[src/rtl/core/mrgb_pkg.sv]
// Package of the row blur block: widths, register codes, types and the tap weight lookup.
`timescale 1ns / 1ps
package mrgb_pkg;

  localparam int unsigned MAX_RADIUS_DEF = 3;
  localparam int unsigned POS_W      = 4;
  localparam int unsigned CH_W       = 8;
  localparam int unsigned PIX_W      = 3 * CH_W;
  localparam int unsigned W_W        = 16;
  localparam int unsigned CFG_IDX_W  = 3;
  localparam int unsigned CFG_DATA_W = 16;
  localparam int unsigned RAD_W      = 2;
  localparam int unsigned DIST_W     = 8;

  localparam logic [RAD_W-1:0] RADIUS_RST = 2'd3;
  localparam logic [W_W-1:0]   W0_RST     = 16'd26149;
  localparam logic [W_W-1:0]   W1_RST     = 16'd15860;
  localparam logic [W_W-1:0]   W2_RST     = 16'd3539;
  localparam logic [W_W-1:0]   W3_RST     = 16'd288;

  typedef enum logic [CFG_IDX_W-1:0] {
    CFG_RADIUS   = 3'd0,
    CFG_W_CENTER = 3'd1,
    CFG_W_ONE    = 3'd2,
    CFG_W_TWO    = 3'd3,
    CFG_W_THREE  = 3'd4
  } cfg_idx_e;

  typedef struct packed {
    logic [W_W-1:0] w0;
    logic [W_W-1:0] w1;
    logic [W_W-1:0] w2;
    logic [W_W-1:0] w3;
  } weights_t;

  // Describes one output word: the center index, the radius and the row end mark.
  typedef struct packed {
    logic [POS_W-1:0] c;
    logic [POS_W-1:0] r;
    logic             last;
  } job_meta_t;

  // Weight of a tap at the given distance; taps beyond three have none.
  function automatic logic [W_W-1:0] tap_weight(weights_t w, logic [DIST_W-1:0] d);
    logic [W_W-1:0] res;
    unique case (d)
      8'd0:    res = w.w0;
      8'd1:    res = w.w1;
      8'd2:    res = w.w2;
      8'd3:    res = w.w3;
      default: res = '0;
    endcase
    return res;
  endfunction

endpackage

[src/rtl/core/mrgb_if.sv]
// Stream interfaces of the row blur block: the pixel input and the result output.
`timescale 1ns / 1ps
interface mrgb_pix_if;
  logic       valid;
  logic       ready;
  logic [7:0] blue_in;
  logic [7:0] green_in;
  logic [7:0] red_in;
  logic       mask_set;
  logic       row_end;

  modport source (output valid, blue_in, green_in, red_in, mask_set, row_end, input ready);
  modport sink   (input valid, blue_in, green_in, red_in, mask_set, row_end, output ready);
endinterface

interface mrgb_res_if;
  logic       valid;
  logic       ready;
  logic [7:0] blue_out;
  logic [7:0] green_out;
  logic [7:0] red_out;
  logic       row_end_out;
  logic       no_weight;

  modport source (output valid, blue_out, green_out, red_out, row_end_out, no_weight,
                  input ready);
  modport sink   (input valid, blue_out, green_out, red_out, row_end_out, no_weight,
                  output ready);
endinterface

[src/rtl/core/masked_row_gaussian_blur.sv]
// Top level of the masked row blur: configuration registers, front, job queue and back.
//
// Pixels enter on pix_in as valid/ready words with a mask bit and a row end mark;
// filtered words leave on res_out. Configuration is a plain write port: cfg_we_i,
// cfg_idx_i (0 radius, 1..4 center and offset weights) and cfg_data_i, taken at any
// edge with the enable high; write it only while no word is in flight.
// Output for a pixel appears once the pixel radius places to its right has arrived;
// the row end pixel releases all pixels still pending, the last one marked row_end_out.
// Each result word passes through the back part in order: one load, one
// multiply-accumulate per window entry, one setup and eight restoring divide
// steps, then the result register. A word with no tap weight skips the divide.
// The back part takes a new job only once the previous result word has been
// taken. The front takes one pixel per cycle while the two-entry job queue has
// room, and stalls at a row end while it issues the flush jobs.
// Reset clears the window, row position, queue and result valid flag and loads the
// default radius and weights. When the receiver stalls, the result word holds, the
// back part waits, the queue fills and then pix_in ready drops.
`timescale 1ns / 1ps
module masked_row_gaussian_blur #(
  parameter int unsigned MAX_RADIUS = mrgb_pkg::MAX_RADIUS_DEF
) (
  input  logic                            clk_i,
  input  logic                            rst_ni,
  mrgb_pix_if.sink                        pix_in,
  mrgb_res_if.source                      res_out,
  input  logic                            cfg_we_i,
  input  logic [mrgb_pkg::CFG_IDX_W-1:0]  cfg_idx_i,
  input  logic [mrgb_pkg::CFG_DATA_W-1:0] cfg_data_i
);
  import mrgb_pkg::*;

  localparam int unsigned WIN   = 2 * MAX_RADIUS + 1;
  localparam int unsigned JOB_W = WIN * PIX_W + WIN + $bits(job_meta_t);

  logic [RAD_W-1:0]          radius_q;
  weights_t                  weights_q;

  logic                      f_valid, f_ready, b_valid, b_ready;
  logic [WIN-1:0][PIX_W-1:0] f_pix, b_pix;
  logic [WIN-1:0]            f_msk, b_msk;
  job_meta_t                 f_meta, b_meta;
  logic [JOB_W-1:0]          q_wr, q_rd;

  // Configuration registers.
  always_ff @(posedge clk_i or negedge rst_ni) begin
    if (!rst_ni) begin
      radius_q     <= RADIUS_RST;
      weights_q.w0 <= W0_RST;
      weights_q.w1 <= W1_RST;
      weights_q.w2 <= W2_RST;
      weights_q.w3 <= W3_RST;
    end else if (cfg_we_i) begin
      unique case (cfg_idx_i)
        CFG_RADIUS:   radius_q     <= cfg_data_i[RAD_W-1:0];
        CFG_W_CENTER: weights_q.w0 <= cfg_data_i;
        CFG_W_ONE:    weights_q.w1 <= cfg_data_i;
        CFG_W_TWO:    weights_q.w2 <= cfg_data_i;
        CFG_W_THREE:  weights_q.w3 <= cfg_data_i;
        default: ;
      endcase
    end
  end

  mrgb_front #(.MAX_RADIUS(MAX_RADIUS), .WIN(WIN)) u_front (
    .clk_i       (clk_i),
    .rst_ni      (rst_ni),
    .in_valid_i  (pix_in.valid),
    .in_ready_o  (pix_in.ready),
    .in_pix_i    ({pix_in.red_in, pix_in.green_in, pix_in.blue_in}),
    .in_mask_i   (pix_in.mask_set),
    .in_end_i    (pix_in.row_end),
    .radius_i    (radius_q),
    .job_valid_o (f_valid),
    .job_ready_i (f_ready),
    .job_pix_o   (f_pix),
    .job_msk_o   (f_msk),
    .job_meta_o  (f_meta)
  );

  // Jobs travel through the queue as one flat word.
  assign q_wr = {f_pix, f_msk, f_meta};
  assign {b_pix, b_msk, b_meta} = q_rd;

  mrgb_queue #(.DATA_W(JOB_W), .DEPTH(2)) u_queue (
    .clk_i      (clk_i),
    .rst_ni     (rst_ni),
    .wr_valid_i (f_valid),
    .wr_ready_o (f_ready),
    .wr_data_i  (q_wr),
    .rd_valid_o (b_valid),
    .rd_ready_i (b_ready),
    .rd_data_o  (q_rd)
  );

  mrgb_back #(.MAX_RADIUS(MAX_RADIUS), .WIN(WIN)) u_back (
    .clk_i       (clk_i),
    .rst_ni      (rst_ni),
    .job_valid_i (b_valid),
    .job_ready_o (b_ready),
    .job_pix_i   (b_pix),
    .job_msk_i   (b_msk),
    .job_meta_i  (b_meta),
    .weights_i   (weights_q),
    .res         (res_out)
  );

endmodule

[src/rtl/core/mrgb_front.sv]
// Front part: takes pixels, keeps the row window and issues one job per output word.
`timescale 1ns / 1ps
module mrgb_front #(
  parameter int unsigned MAX_RADIUS = mrgb_pkg::MAX_RADIUS_DEF,
  parameter int unsigned WIN        = 2 * MAX_RADIUS + 1
) (
  input  logic                         clk_i,
  input  logic                         rst_ni,
  input  logic                         in_valid_i,
  output logic                         in_ready_o,
  input  logic [mrgb_pkg::PIX_W-1:0]   in_pix_i,
  input  logic                         in_mask_i,
  input  logic                         in_end_i,
  input  logic [mrgb_pkg::RAD_W-1:0]   radius_i,
  output logic                         job_valid_o,
  input  logic                         job_ready_i,
  output logic [WIN-1:0][mrgb_pkg::PIX_W-1:0] job_pix_o,
  output logic [WIN-1:0]               job_msk_o,
  output mrgb_pkg::job_meta_t          job_meta_o
);
  import mrgb_pkg::*;

  typedef enum logic {F_IDLE, F_FLUSH} fstate_e;

  fstate_e                    state_q;
  logic [WIN-1:0][PIX_W-1:0]  win_pix_q, sh_pix;
  logic [WIN-1:0]             win_msk_q, sh_msk;
  logic [POS_W-1:0]           pos_q, cnt_q;
  logic [POS_W-1:0]           r_eff, c_first;
  logic                       accept;

  // Radius in use, limited to what the window holds.
  assign r_eff = ({{(POS_W-RAD_W){1'b0}}, radius_i} > POS_W'(MAX_RADIUS)) ?
                 POS_W'(MAX_RADIUS) : {{(POS_W-RAD_W){1'b0}}, radius_i};
  assign c_first = (pos_q < r_eff) ? pos_q : r_eff;

  // Window after the incoming pixel is shifted in.
  always_comb begin
    sh_pix[0] = in_pix_i;
    sh_msk[0] = in_mask_i;
    for (int i = 1; i < WIN; i++) begin
      sh_pix[i] = win_pix_q[i-1];
      sh_msk[i] = win_msk_q[i-1];
    end
  end

  assign in_ready_o = (state_q == F_IDLE) && job_ready_i;
  assign accept     = in_valid_i && in_ready_o;

  // Job issue: from the shifted window on a new pixel, from the held window while flushing.
  always_comb begin
    job_pix_o       = sh_pix;
    job_msk_o       = sh_msk;
    job_meta_o.r    = r_eff;
    job_meta_o.c    = r_eff;
    job_meta_o.last = 1'b0;
    job_valid_o     = 1'b0;
    unique case (state_q)
      F_IDLE: begin
        if (accept) begin
          if (in_end_i) begin
            job_valid_o     = 1'b1;
            job_meta_o.c    = c_first;
            job_meta_o.last = (c_first == '0);
          end else begin
            job_valid_o = (pos_q >= r_eff);
          end
        end
      end
      F_FLUSH: begin
        job_pix_o       = win_pix_q;
        job_msk_o       = win_msk_q;
        job_valid_o     = 1'b1;
        job_meta_o.c    = cnt_q;
        job_meta_o.last = (cnt_q == '0);
      end
      default: ;
    endcase
  end

  // Window, row position and flush sequencing.
  always_ff @(posedge clk_i or negedge rst_ni) begin
    if (!rst_ni) begin
      state_q   <= F_IDLE;
      win_pix_q <= '0;
      win_msk_q <= '0;
      pos_q     <= '0;
      cnt_q     <= '0;
    end else begin
      unique case (state_q)
        F_IDLE: begin
          if (accept) begin
            if (!in_end_i) begin
              win_pix_q <= sh_pix;
              win_msk_q <= sh_msk;
              pos_q     <= (pos_q < POS_W'(MAX_RADIUS)) ? pos_q + 1'b1 : POS_W'(MAX_RADIUS);
            end else if (c_first == '0) begin
              win_pix_q <= '0;
              win_msk_q <= '0;
              pos_q     <= '0;
            end else begin
              win_pix_q <= sh_pix;
              win_msk_q <= sh_msk;
              cnt_q     <= c_first - 1'b1;
              state_q   <= F_FLUSH;
            end
          end
        end
        F_FLUSH: begin
          if (job_ready_i) begin
            if (cnt_q == '0) begin
              win_pix_q <= '0;
              win_msk_q <= '0;
              pos_q     <= '0;
              state_q   <= F_IDLE;
            end else begin
              cnt_q <= cnt_q - 1'b1;
            end
          end
        end
        default: state_q <= F_IDLE;
      endcase
    end
  end

endmodule

[src/rtl/core/mrgb_queue.sv]
// Short job queue between the front and the back part.
`timescale 1ns / 1ps
module mrgb_queue #(
  parameter int unsigned DATA_W = 8,
  parameter int unsigned DEPTH  = 2
) (
  input  logic              clk_i,
  input  logic              rst_ni,
  input  logic              wr_valid_i,
  output logic              wr_ready_o,
  input  logic [DATA_W-1:0] wr_data_i,
  output logic              rd_valid_o,
  input  logic              rd_ready_i,
  output logic [DATA_W-1:0] rd_data_o
);
  localparam int unsigned PTR_W = (DEPTH > 1) ? $clog2(DEPTH) : 1;
  localparam int unsigned CNT_W = $clog2(DEPTH + 1);

  logic [DATA_W-1:0] mem_q [DEPTH];
  logic [PTR_W-1:0]  wr_ptr_q, rd_ptr_q;
  logic [CNT_W-1:0]  cnt_q;
  logic              push, pop;

  assign wr_ready_o = (cnt_q != CNT_W'(DEPTH));
  assign rd_valid_o = (cnt_q != '0);
  assign rd_data_o  = mem_q[rd_ptr_q];
  assign push       = wr_valid_i && wr_ready_o;
  assign pop        = rd_valid_o && rd_ready_i;

  // Entry storage.
  always_ff @(posedge clk_i) begin
    if (push) begin
      mem_q[wr_ptr_q] <= wr_data_i;
    end
  end

  // Pointers and fill level.
  always_ff @(posedge clk_i or negedge rst_ni) begin
    if (!rst_ni) begin
      wr_ptr_q <= '0;
      rd_ptr_q <= '0;
      cnt_q    <= '0;
    end else begin
      if (push) begin
        wr_ptr_q <= (wr_ptr_q == PTR_W'(DEPTH - 1)) ? '0 : wr_ptr_q + 1'b1;
      end
      if (pop) begin
        rd_ptr_q <= (rd_ptr_q == PTR_W'(DEPTH - 1)) ? '0 : rd_ptr_q + 1'b1;
      end
      if (push && !pop) begin
        cnt_q <= cnt_q + 1'b1;
      end else if (pop && !push) begin
        cnt_q <= cnt_q - 1'b1;
      end
    end
  end

endmodule

[src/rtl/core/mrgb_back.sv]
// Back part: weighted sums over the window, an 8-step divider and the result register.
`timescale 1ns / 1ps
module mrgb_back #(
  parameter int unsigned MAX_RADIUS = mrgb_pkg::MAX_RADIUS_DEF,
  parameter int unsigned WIN        = 2 * MAX_RADIUS + 1
) (
  input  logic                                clk_i,
  input  logic                                rst_ni,
  input  logic                                job_valid_i,
  output logic                                job_ready_o,
  input  logic [WIN-1:0][mrgb_pkg::PIX_W-1:0] job_pix_i,
  input  logic [WIN-1:0]                      job_msk_i,
  input  mrgb_pkg::job_meta_t                 job_meta_i,
  input  mrgb_pkg::weights_t                  weights_i,
  mrgb_res_if.source                          res
);
  import mrgb_pkg::*;

  localparam int unsigned IDX_W = $clog2(WIN);
  localparam int unsigned DW    = (IDX_W > POS_W) ? IDX_W : POS_W;
  localparam int unsigned SUM_W = $clog2(WIN + 1);
  localparam int unsigned WS_W  = W_W + SUM_W;
  localparam int unsigned ACC_W = WS_W + CH_W;

  typedef enum logic [2:0] {B_IDLE, B_MAC, B_PREP, B_DIV, B_OUT} bstate_e;

  bstate_e                   state_q;
  logic [WIN-1:0][PIX_W-1:0] pix_q;
  logic [WIN-1:0]            msk_q;
  job_meta_t                 meta_q;
  logic [IDX_W-1:0]          j_q;
  logic [2:0]                k_q;
  logic [ACC_W-1:0]          acc_q [3];
  logic [WS_W-1:0]           wsum_q;
  logic [WS_W-1:0]           rem_q [3];
  logic [CH_W-1:0]           quo_q [3];
  logic                      out_valid_q;
  logic [CH_W-1:0]           out_ch_q [3];
  logic                      out_end_q, out_now_q;

  logic [DW-1:0]             jx, cx, tap_dist;
  logic                      tap_ok;
  logic [W_W-1:0]            w_tap;
  logic [2:0]                bit_sel;
  logic [WS_W:0]             trial [3];
  logic                      qbit [3];
  logic [PIX_W-1:0]          ctr_pix;

  // Tap at window index j: distance to the center, range and mask test.
  assign jx       = DW'(j_q);
  assign cx       = DW'(meta_q.c);
  assign tap_dist = (jx >= cx) ? (jx - cx) : (cx - jx);
  assign tap_ok   = (tap_dist <= DW'(meta_q.r)) && msk_q[j_q];
  assign w_tap    = tap_ok ? tap_weight(weights_i, DIST_W'(tap_dist)) : '0;

  // One restoring division step per channel, bringing in the next dividend bit.
  assign bit_sel = 3'(CH_W - 1) - k_q;
  always_comb begin
    for (int ch = 0; ch < 3; ch++) begin
      trial[ch] = {rem_q[ch], acc_q[ch][bit_sel]};
      qbit[ch]  = (trial[ch] >= {1'b0, wsum_q});
    end
  end

  assign ctr_pix     = pix_q[meta_q.c[IDX_W-1:0]];
  assign job_ready_o = (state_q == B_IDLE);

  assign res.valid       = out_valid_q;
  assign res.blue_out    = out_ch_q[0];
  assign res.green_out   = out_ch_q[1];
  assign res.red_out     = out_ch_q[2];
  assign res.row_end_out = out_end_q;
  assign res.no_weight   = out_now_q;

  // Sequencer: load a job, accumulate over the window, divide, hold the result word.
  always_ff @(posedge clk_i or negedge rst_ni) begin
    if (!rst_ni) begin
      state_q     <= B_IDLE;
      out_valid_q <= 1'b0;
    end else begin
      unique case (state_q)
        B_IDLE: begin
          if (job_valid_i) begin
            pix_q   <= job_pix_i;
            msk_q   <= job_msk_i;
            meta_q  <= job_meta_i;
            j_q     <= '0;
            wsum_q  <= '0;
            for (int ch = 0; ch < 3; ch++) acc_q[ch] <= '0;
            state_q <= B_MAC;
          end
        end
        B_MAC: begin
          wsum_q <= wsum_q + WS_W'(w_tap);
          for (int ch = 0; ch < 3; ch++) begin
            acc_q[ch] <= acc_q[ch] +
                         ACC_W'(w_tap) * ACC_W'(pix_q[j_q][ch*CH_W +: CH_W]);
          end
          if (j_q == IDX_W'(WIN - 1)) begin
            state_q <= B_PREP;
          end else begin
            j_q <= j_q + 1'b1;
          end
        end
        B_PREP: begin
          k_q <= '0;
          for (int ch = 0; ch < 3; ch++) rem_q[ch] <= acc_q[ch][ACC_W-1:CH_W];
          if (wsum_q == '0) begin
            for (int ch = 0; ch < 3; ch++) out_ch_q[ch] <= ctr_pix[ch*CH_W +: CH_W];
            out_end_q   <= meta_q.last;
            out_now_q   <= 1'b1;
            out_valid_q <= 1'b1;
            state_q     <= B_OUT;
          end else begin
            state_q <= B_DIV;
          end
        end
        B_DIV: begin
          for (int ch = 0; ch < 3; ch++) begin
            rem_q[ch] <= qbit[ch] ? WS_W'(trial[ch] - {1'b0, wsum_q}) : WS_W'(trial[ch]);
            quo_q[ch] <= {quo_q[ch][CH_W-2:0], qbit[ch]};
          end
          if (k_q == 3'(CH_W - 1)) begin
            for (int ch = 0; ch < 3; ch++) out_ch_q[ch] <= {quo_q[ch][CH_W-2:0], qbit[ch]};
            out_end_q   <= meta_q.last;
            out_now_q   <= 1'b0;
            out_valid_q <= 1'b1;
            state_q     <= B_OUT;
          end else begin
            k_q <= k_q + 1'b1;
          end
        end
        B_OUT: begin
          if (res.ready) begin
            out_valid_q <= 1'b0;
            state_q     <= B_IDLE;
          end
        end
        default: state_q <= B_IDLE;
      endcase
    end
  end

endmodule

[src/flat_wrapper.sv]
// flat-port wrapper written by rule: the top's interface ports become plain ports
module masked_row_gaussian_blur_flat import mrgb_pkg::*;
#(
  parameter int unsigned MAX_RADIUS = mrgb_pkg::MAX_RADIUS_DEF
)
  (clk_i, rst_ni, cfg_we_i, cfg_idx_i, cfg_data_i, pix_in_valid, pix_in_blue_in, pix_in_green_in, pix_in_red_in, pix_in_mask_set, pix_in_row_end, pix_in_ready, res_out_valid, res_out_blue_out, res_out_green_out, res_out_red_out, res_out_row_end_out, res_out_no_weight, res_out_ready);
  mrgb_pix_if pix_in_i ();
  mrgb_res_if res_out_i ();
  input  logic clk_i;
  input  logic rst_ni;
  input  logic cfg_we_i;
  input  logic [mrgb_pkg::CFG_IDX_W-1:0] cfg_idx_i;
  input  logic [mrgb_pkg::CFG_DATA_W-1:0] cfg_data_i;
  input wire logic [$bits(pix_in_i.valid)-1:0] pix_in_valid;
  input wire logic [$bits(pix_in_i.blue_in)-1:0] pix_in_blue_in;
  input wire logic [$bits(pix_in_i.green_in)-1:0] pix_in_green_in;
  input wire logic [$bits(pix_in_i.red_in)-1:0] pix_in_red_in;
  input wire logic [$bits(pix_in_i.mask_set)-1:0] pix_in_mask_set;
  input wire logic [$bits(pix_in_i.row_end)-1:0] pix_in_row_end;
  output wire logic [$bits(pix_in_i.ready)-1:0] pix_in_ready;
  output wire logic [$bits(res_out_i.valid)-1:0] res_out_valid;
  output wire logic [$bits(res_out_i.blue_out)-1:0] res_out_blue_out;
  output wire logic [$bits(res_out_i.green_out)-1:0] res_out_green_out;
  output wire logic [$bits(res_out_i.red_out)-1:0] res_out_red_out;
  output wire logic [$bits(res_out_i.row_end_out)-1:0] res_out_row_end_out;
  output wire logic [$bits(res_out_i.no_weight)-1:0] res_out_no_weight;
  input wire logic [$bits(res_out_i.ready)-1:0] res_out_ready;
  assign pix_in_i.valid = pix_in_valid;
  assign pix_in_i.blue_in = pix_in_blue_in;
  assign pix_in_i.green_in = pix_in_green_in;
  assign pix_in_i.red_in = pix_in_red_in;
  assign pix_in_i.mask_set = pix_in_mask_set;
  assign pix_in_i.row_end = pix_in_row_end;
  assign pix_in_ready = pix_in_i.ready;
  assign res_out_valid = res_out_i.valid;
  assign res_out_blue_out = res_out_i.blue_out;
  assign res_out_green_out = res_out_i.green_out;
  assign res_out_red_out = res_out_i.red_out;
  assign res_out_row_end_out = res_out_i.row_end_out;
  assign res_out_no_weight = res_out_i.no_weight;
  assign res_out_i.ready = res_out_ready;
  masked_row_gaussian_blur #(.MAX_RADIUS(MAX_RADIUS)) u_core (.clk_i(clk_i), .rst_ni(rst_ni), .pix_in(pix_in_i), .res_out(res_out_i), .cfg_we_i(cfg_we_i), .cfg_idx_i(cfg_idx_i), .cfg_data_i(cfg_data_i));
endmodule
[config.mk]
export PLATFORM = sky130hd
export DESIGN_NAME = masked_row_gaussian_blur_flat
export DESIGN_NICKNAME = d
export VERILOG_FILES = /design/src/rtl/core/mrgb_pkg.sv /design/src/rtl/core/mrgb_if.sv /design/src/rtl/core/masked_row_gaussian_blur.sv /design/src/rtl/core/mrgb_front.sv /design/src/rtl/core/mrgb_queue.sv /design/src/rtl/core/mrgb_back.sv /design/src/flat_wrapper.sv
export SDC_FILE = /design/constraint.sdc
export NUM_CORES = 2
export LEC_CHECK = 0
export BUFFER_PORTS_ARGS = -buffer_cell sky130_fd_sc_hd__buf_2
export CORE_AREA = 2 2 356 358
export CTS_CLUSTER_DIAMETER = 30
export DETAILED_ROUTE_END_ITERATION = 8
export DIE_AREA = 0 0 358 360
export GPL_ROUTABILITY_DRIVEN = 0
export PLACE_DENSITY = 0.68
export SLEW_MARGIN = 20
export SYNTH_ARGS = -nofsm -noshare
export SYNTH_HDL_FRONTEND = slang
export SYNTH_HIERARCHICAL = 1
export SYNTH_SLANG_ARGS = --single-unit
[constraint.sdc]
create_clock -name clk_i -period 9.2 [get_ports clk_i]
set_input_delay 1.38 -clock clk_i [delete_from_list [all_inputs] [get_ports clk_i]]
set_output_delay 1.38 -clock clk_i [all_outputs]
set_load 0.01 [all_outputs]
Word-level counts from Yosys, hierarchy flattened:

Memories as Yosys holds them, arrays and structs flattened. A register that Yosys moved wholly into a read port is not among the register bits.
Index checks and enable logic that the tools add are counted.

* RAM bits: 550
* register bits after elaboration: 289
* output and inout bits: 28
* memories kept: 5
* logic and storage cells: 257
* input port bits: 50

* multiplexer cells: 113
* magnitude comparators: 11
* add/subtract/negate cells: 19
* eq/ne operators: 28
* bitwise logic cells: 10
* $mul: 3
* reductions and logical operators: 41

Memory list
* u_core.u_queue.mem_q: depth 2, bits a word 182, read ports 1, clocked after Yosys merged registers in 1, write ports 1, line mrgb_queue.sv:19 `logic [DATA_W-1:0] mem_q [DEPTH];`
* u_core.u_back.acc_q: depth 3, bits a word 27, read ports 3, clocked after Yosys merged registers in 0, write ports 3, line mrgb_back.sv:33 `logic [ACC_W-1:0] acc_q [3];`
* u_core.u_back.rem_q: depth 3, bits a word 19, read ports 3, clocked after Yosys merged registers in 0, write ports 3, line mrgb_back.sv:35 `logic [WS_W-1:0] rem_q [3];`
* u_core.u_back.out_ch_q: depth 3, bits a word 8, read ports 3, clocked after Yosys merged registers in 0, write ports 3, line mrgb_back.sv:38 `logic [CH_W-1:0] out_ch_q [3];`
* u_core.u_back.quo_q: depth 3, bits a word 8, read ports 3, clocked after Yosys merged registers in 0, write ports 3, line mrgb_back.sv:36 `logic [CH_W-1:0] quo_q [3];`

Operators with widths (number)
* 2-to-1 mux 168 bit: 6
* one-hot mux 168 bit (2 select lines): 1
* binary-select mux 24 bit (select 3 bit): 2
* 2-to-1 mux 19 bit: 7
* adder 27 x 24 -> 27 bit: 3
* 2-to-1 mux 27 bit: 3
* multiplier 16 x 8 -> 24 bit: 3
* one-hot mux 16 bit (4 select lines): 1
* >= comparator 20 x 19 -> 1 bit: 3
* 2-to-1 mux 4 bit: 15
* subtractor 19 bit: 3
* 2-to-1 mux 24 bit: 2
* 2-to-1 mux 7 bit: 6
* 2-to-1 mux 1 bit: 38
* one-hot mux 19 bit (2 select lines): 1
* != test 2 bit (second input constant): 13
* 2-to-1 mux 3 bit: 8
* 2-to-1 mux 8 bit: 3
* one-hot mux 4 bit (2 select lines): 3
* AND reduction 4 bit: 5
* adder 19 x 16 -> 19 bit: 1
* logical NOT 19 bit: 1
* 2-to-1 mux 16 bit: 1
* one-hot mux 3 bit (5 select lines): 1
* 40 further kinds: 95

Longest topological paths before layout:

* depth after elaboration: 10
* mapped depth: 42
* depth with buffers taken out: 36

By module:

Netlist, hierarchy kept.

Modules (own cells, without submodules)
* mrgb_back: cells each 3556, seq. area each 11931.4 um2, area an instance 36068.3 um2, times used 1
* mrgb_queue: cells each 591, seq. area each 11150.7 um2, area an instance 14097.3 um2, times used 1
* mrgb_front: cells each 728, seq. area each 4604.4 um2, area an instance 9360.2 um2, times used 1
* masked_row_gaussian_blur: cells each 144, seq. area each 1687.9 um2, area an instance 2705.1 um2, times used 1

Worst setup path before layout:

OpenSTA, ideal clock, no wires.

* path kind: input to register
* start point: in pix_in_row_end
* end point: mem u_core/u_queue/mem_q[0][0] (netlist name) (enable)
* buffers on the path: 1
* setup time: 731 ps
* arrival time: 9624 ps
* stages on the path: 5
* path slack: -1155 ps
* data required time: 8469 ps
* cell sequence: clkbuf_1 -> nor4_1 -> o21ai_0 -> nand2_1 -> nor2_1

* cells in the longest elaborated chain, start to end: 6

RTL lines
* start: declaration: line flat_wrapper.sv:19 `input wire logic [$bits(pix_in_i.row_end)-1:0] pix_in_row_end;`
* 2-to-1 mux 1 bit: line mrgb_front.sv:61 `if (in_end_i) begin`
* 2-to-1 mux 1 bit: line mrgb_front.sv:60 `if (accept) begin`
* one-hot mux 1 bit (2 select lines): line mrgb_front.sv:58 `unique case (state_q)`
* via u_core.f_valid: line masked_row_gaussian_blur.sv:38 `logic f_valid, f_ready, b_valid, b_ready;`
* logical AND 1 bit: line mrgb_queue.sv:27 `assign push = wr_valid_i && wr_ready_o;`
* 2-to-1 mux 1 bit: line mrgb_queue.sv:32 `if (push) begin`
* 2-to-1 mux 1 bit (implied by the code): line mrgb_queue.sv:33 `mem_q[wr_ptr_q] <= wr_data_i;`
* end: declaration: line mrgb_queue.sv:19

The timed path passes the listed nets, and every way through them passes these cells.

==> run_results.csv <==
group,metric,value,unit
worst_setup_path,path_class,"flip-flop to flip-flop",
floorplanning,ios,78,
cells_and_area,fillers,9852,
timing,setup_viol,0,
logic_synthesis,ys_types,90,
timing,finalCritPeriodShare,95.24,%
floorplanning,fp.dieW,358,um
timing,fin_crit,8.762,ns
logic_synthesis,postSynthCellCount,5019,
clock_tree,cts_root_buffer,"clkbuf_16",
pwr,vdd_drop_max,0.2527,mV
floorplanning,start_util,49.82,%
global_route,grt_pass1_wl,241900,um
routing,initialDrtViolationCount,3275,
clock_tree,cts_buffers,221,
timing,hold_violations,0,
timing,fin_tns_setup,0,ns
cells_and_area,area_growth,15.87,%
worst_setup_path,ff2ff_setup_slack,0.44,ns
timing,slew_viol_final,0,
placement,port_buffers,77,
worst_setup_path,path_max_fanout,14,
timing,rsz0062_at_grt,"true",
cells_and_area,drive_gt1_share,22.42,%
logic_synthesis,syn_area,0.06223,sq mm
routing,postRouteAntennaNets,0,
timing,skew,0.08641,ns
timing,max_slew_margin,26.83,%
logic_synthesis,ys_async_sr_fraction,25.29,%
logic_synthesis,synth_top_area_cell,"edfxtp_1",
logic_synthesis,yosysTopAreaCellShare,36.77,%
pwr,p_leak,30.30,nW
logic_synthesis,ys_top_cells_by_area,"edfxtp_1 (37%), fa_1 (10%), dfrtp_1 (9.2%)",
logic_synthesis,synth-seq-cells,1020,
pwr,power_density,394.3,mW/mm^2
worst_setup_path,cp.required,9.70,ns
logic_synthesis,synth-main-ff-cell,"edfxtp_1",
worst_setup_path,crit_start,"u_core/u_back/j_q[0]$_SDFFCE_PN0P_",
clock_tree,cts_tree,"built",
worst_setup_path,slowest_delay,0.59,ns
run,drv_cap,0,
worst_setup_path,cp.depth,35,
routing,avgRoutedWirePerCell,22.33,um
logic_synthesis,synth.avg_cell_area,12.40,sq um
logic_synthesis,yosysWarnings,6,
worst_hold_path,hold_path_class,"primary input to asynchronous set/reset pin",
routing,drc,0,
global_route,grt_usage,24.37,%
worst_setup_path,endpoint,"u_core/u_back/acc_q[0][26]$_SDFFCE_PN0P_",
cells_and_area,seqCellArea,0.02938,sq mm
global_route,grt_max_degree,176,
routing,route.vias.total,40430,
run_status,run_status,"finished, final reports clean",
cells_and_area,fin_nets,5743,
global_route,grt_antenna_before_repair,6,
routing,drt-total-wl,155900,um
worst_setup_path,path_delay_family,"adder cells",
floorplanning,row_count,130,
floorplanning,coreArea,0.1249,sq mm
cells_and_area,mostFrequentLayoutCell,"edfxtp_1",
routing,dr.pass1.iters,6,
worst_setup_path,cpMaxStageDelayCell,"nor3_4",
worst_setup_path,cp_num_buf_inv,7,
cells_and_area,stdcell_count,6981,
routing,vias_per_cell,5.792,
worst_setup_path,r2r-start,"u_core/u_back/j_q[0]$_SDFFCE_PN0P_",
clock_tree,clk_path_buf_depth,3,
clock_tree,clock-sinks,1020,
timing,holdWs,0.4103,ns
clock_tree,h-tree-depth,4,
global_route,grt_pass1_vias,42090,
logic_synthesis,synth-edff-count,762,
worst_setup_path,r2r_end,"u_core/u_back/acc_q[0][26]$_SDFFCE_PN0P_",
cells_and_area,final_cell_mix,"edfxtp_1 (762), inv_1 (563), nor2_1 (448)",
worst_setup_path,worst_setup_path_end_kind,"flip-flop",
worst_setup_path,worstPathArrival,9.26,ns
placement,dpl.hpwl,104200,um
worst_setup_path,worst_setup_path_start_kind,"flip-flop",
logic_synthesis,seq_area_frac_synth,47.20,%
global_route,grt_overflow_total,0,
placement,dp.cells,6554,
timing,fmax,0.1141,GHz
floorplanning,die_area,0.1289,sq mm
clock_tree,insertion_delay,0.82,ns
floorplanning,die_h,360,um
clock_tree,clkSlewWorstSetupHoldPaths,0.05,ns
cells_and_area,multi_input_area,0.02930,sq mm
timing,worst-slew-pin-transition,1.095,ns
worst_setup_path,ff2ff_path_depth,35,
[flip-flops by register name, summed over array words and instances, names as in the netlist, 5 cells and up]
| signal | flops |
|---|---|
| u_core/u_back/out_ch_q | 24 |
| u_core/u_back/pix_q | 168 |
| u_core/weights_q | 64 |
| u_core/u_back/acc_q | 81 |
| u_core/u_back/msk_q | 7 |
| u_core/u_queue/mem_q | 368 |
| u_core/u_back/rem_q | 57 |
| u_core/u_front/win_pix_q | 24 |
| u_core/u_back/wsum_q | 19 |
| u_core/u_back/quo_q | 21 |
| u_core/u_back/meta_q | 5 |
| u_core/u_front/win_msk_q | 7 |
| u_core/u_front/sh_pix | 144 |
[cells in the mapped netlist (18+ instances only)]
cell type / count
a31oi_1: 23
clkbuf_1: 137
mux2_4: 181
dfstp_2: 29
xor2_1: 47
or2_1: 18
o21a_1: 29
a211oi_1: 25
nor3_1: 38
mux2i_1: 62
nand2_1: 257
dfrtp_1: 229
nor4_1: 25
o21ai_0: 150
nor2_2: 52
buf_6: 34
and2_1: 24
and3_1: 30
mux2_2: 250
buf_2: 86
nor2b_1: 49
buf_1: 21
a221oi_1: 28
or3_1: 22
ha_1: 239
a32o_1: 175
a21o_1: 80
nand2b_1: 32
xnor2_1: 59
nor2_1: 452
inv_1: 566
fa_1: 324
edfxtp_1: 762
o211ai_1: 25
nand3_1: 35
a21oi_1: 169
mux4_2: 72
[cell families (layout without fill, tap and decap cells)]
group	count (synthesis)	after routing	share of synthesized area, %
xor+xnor	106	106	1.492
fa+ha+maj	563	563	15.23
other cells	1	4	0.006026
flops	1020	1020	47.20
mux	565	565	12.49
buf+inv	861	1170	5.907
simple gates	1087	1087	8.167
compound gates	816	816	9.504
[where the power goes]
group	internal, mW	switching (mW)
sequential	7.20	0.927
combinational	4.67	7.35
clock	5.63	2.66
[final cells by class]
class                           count  area share, %
Inverter                          570          2.978
Sequential cell                  1020          40.75
Tap cell                         1650          2.863
Antenna cell                        2       0.006941
Clock buffer                      258          8.072
Timing Repair Buffer              178          1.662
Clock inverter                    164          3.033
Multi-Input combinational cell   3139          40.64
[per-layer routing]
layer / track usage (%) / wire (um) / vias to the layer above
li1: - / - / 18130
met1: 30.91 / 61680 / 20460
met2: 40.81 / 77080 / 1486
met3: 4.436 / 10760 / 356
met4: 10.56 / 6350 / 6
met5: 0 / 37 / -
[what timing repair did]
action / CTS / global route
hold buffers: 0 / 0
buffers inserted: 0 / 2
endpoints found under the setup margin: 0 / 8
gates resized for setup: 0 / 5
hold endpoints to repair: 0 / 0
[worst reg2reg max path, delay by kind of cell, from the launching register on]
family	cells	cell delay [ns]
muxes	1	0.21
xor gates and xnor gates	1	0.13
and+or+nand+nor	7	1.27
AOI/OAI and AO/OA	11	2.56
DFF	1	0.41
adders and majority gates	8	3.23
buffers and inverters	7	0.69
[worst min path at each step]
| stage | endpoint | slack, ns | startpoint | depth (start not counted) |
|---|---|---|---|---|
| after floorplan | u_core/u_back/res.row_end_out$_DFFE_PP_ | 0.40 | u_core/u_back/meta_q[0]$_DFFE_PP_ | 0 |
| after global placement | u_core/u_back/res.row_end_out$_DFFE_PP_ | 0.40 | u_core/u_back/meta_q[0]$_DFFE_PP_ | 0 |
| after detailed placement | u_core/u_back/res.row_end_out$_DFFE_PP_ | 0.40 | u_core/u_back/meta_q[0]$_DFFE_PP_ | 0 |
| after CTS | u_core/u_front/sh_pix[94]$_DFFE_PN0P_ | 0.36 | rst_ni | 1 |
| after global routing | u_core/u_front/sh_pix[94]$_DFFE_PN0P_ | 0.37 | rst_ni | 1 |
| final | u_core/u_front/sh_pix[70]$_DFFE_PN0P_ | 0.41 | rst_ni | 1 |
[stage by stage]
step | total power, mW | utilization, % | worst slack [ns] | cell area (sq um)
after floorplan | 16.77 | - | 0.05841 | 62240
after global placement | 19.69 | 51.25 | 0.6016 | 64030
after detailed placement | 19.97 | 51.25 | 0.4863 | 64030
after CTS | 28.47 | 57.66 | 0.3746 | 72030
after global routing | 30.07 | 57.72 | -0.02575 | 72100
final | 28.43 | 57.72 | 0.4378 | 72110
Note: power is estimated with default switching activity, not from simulation.
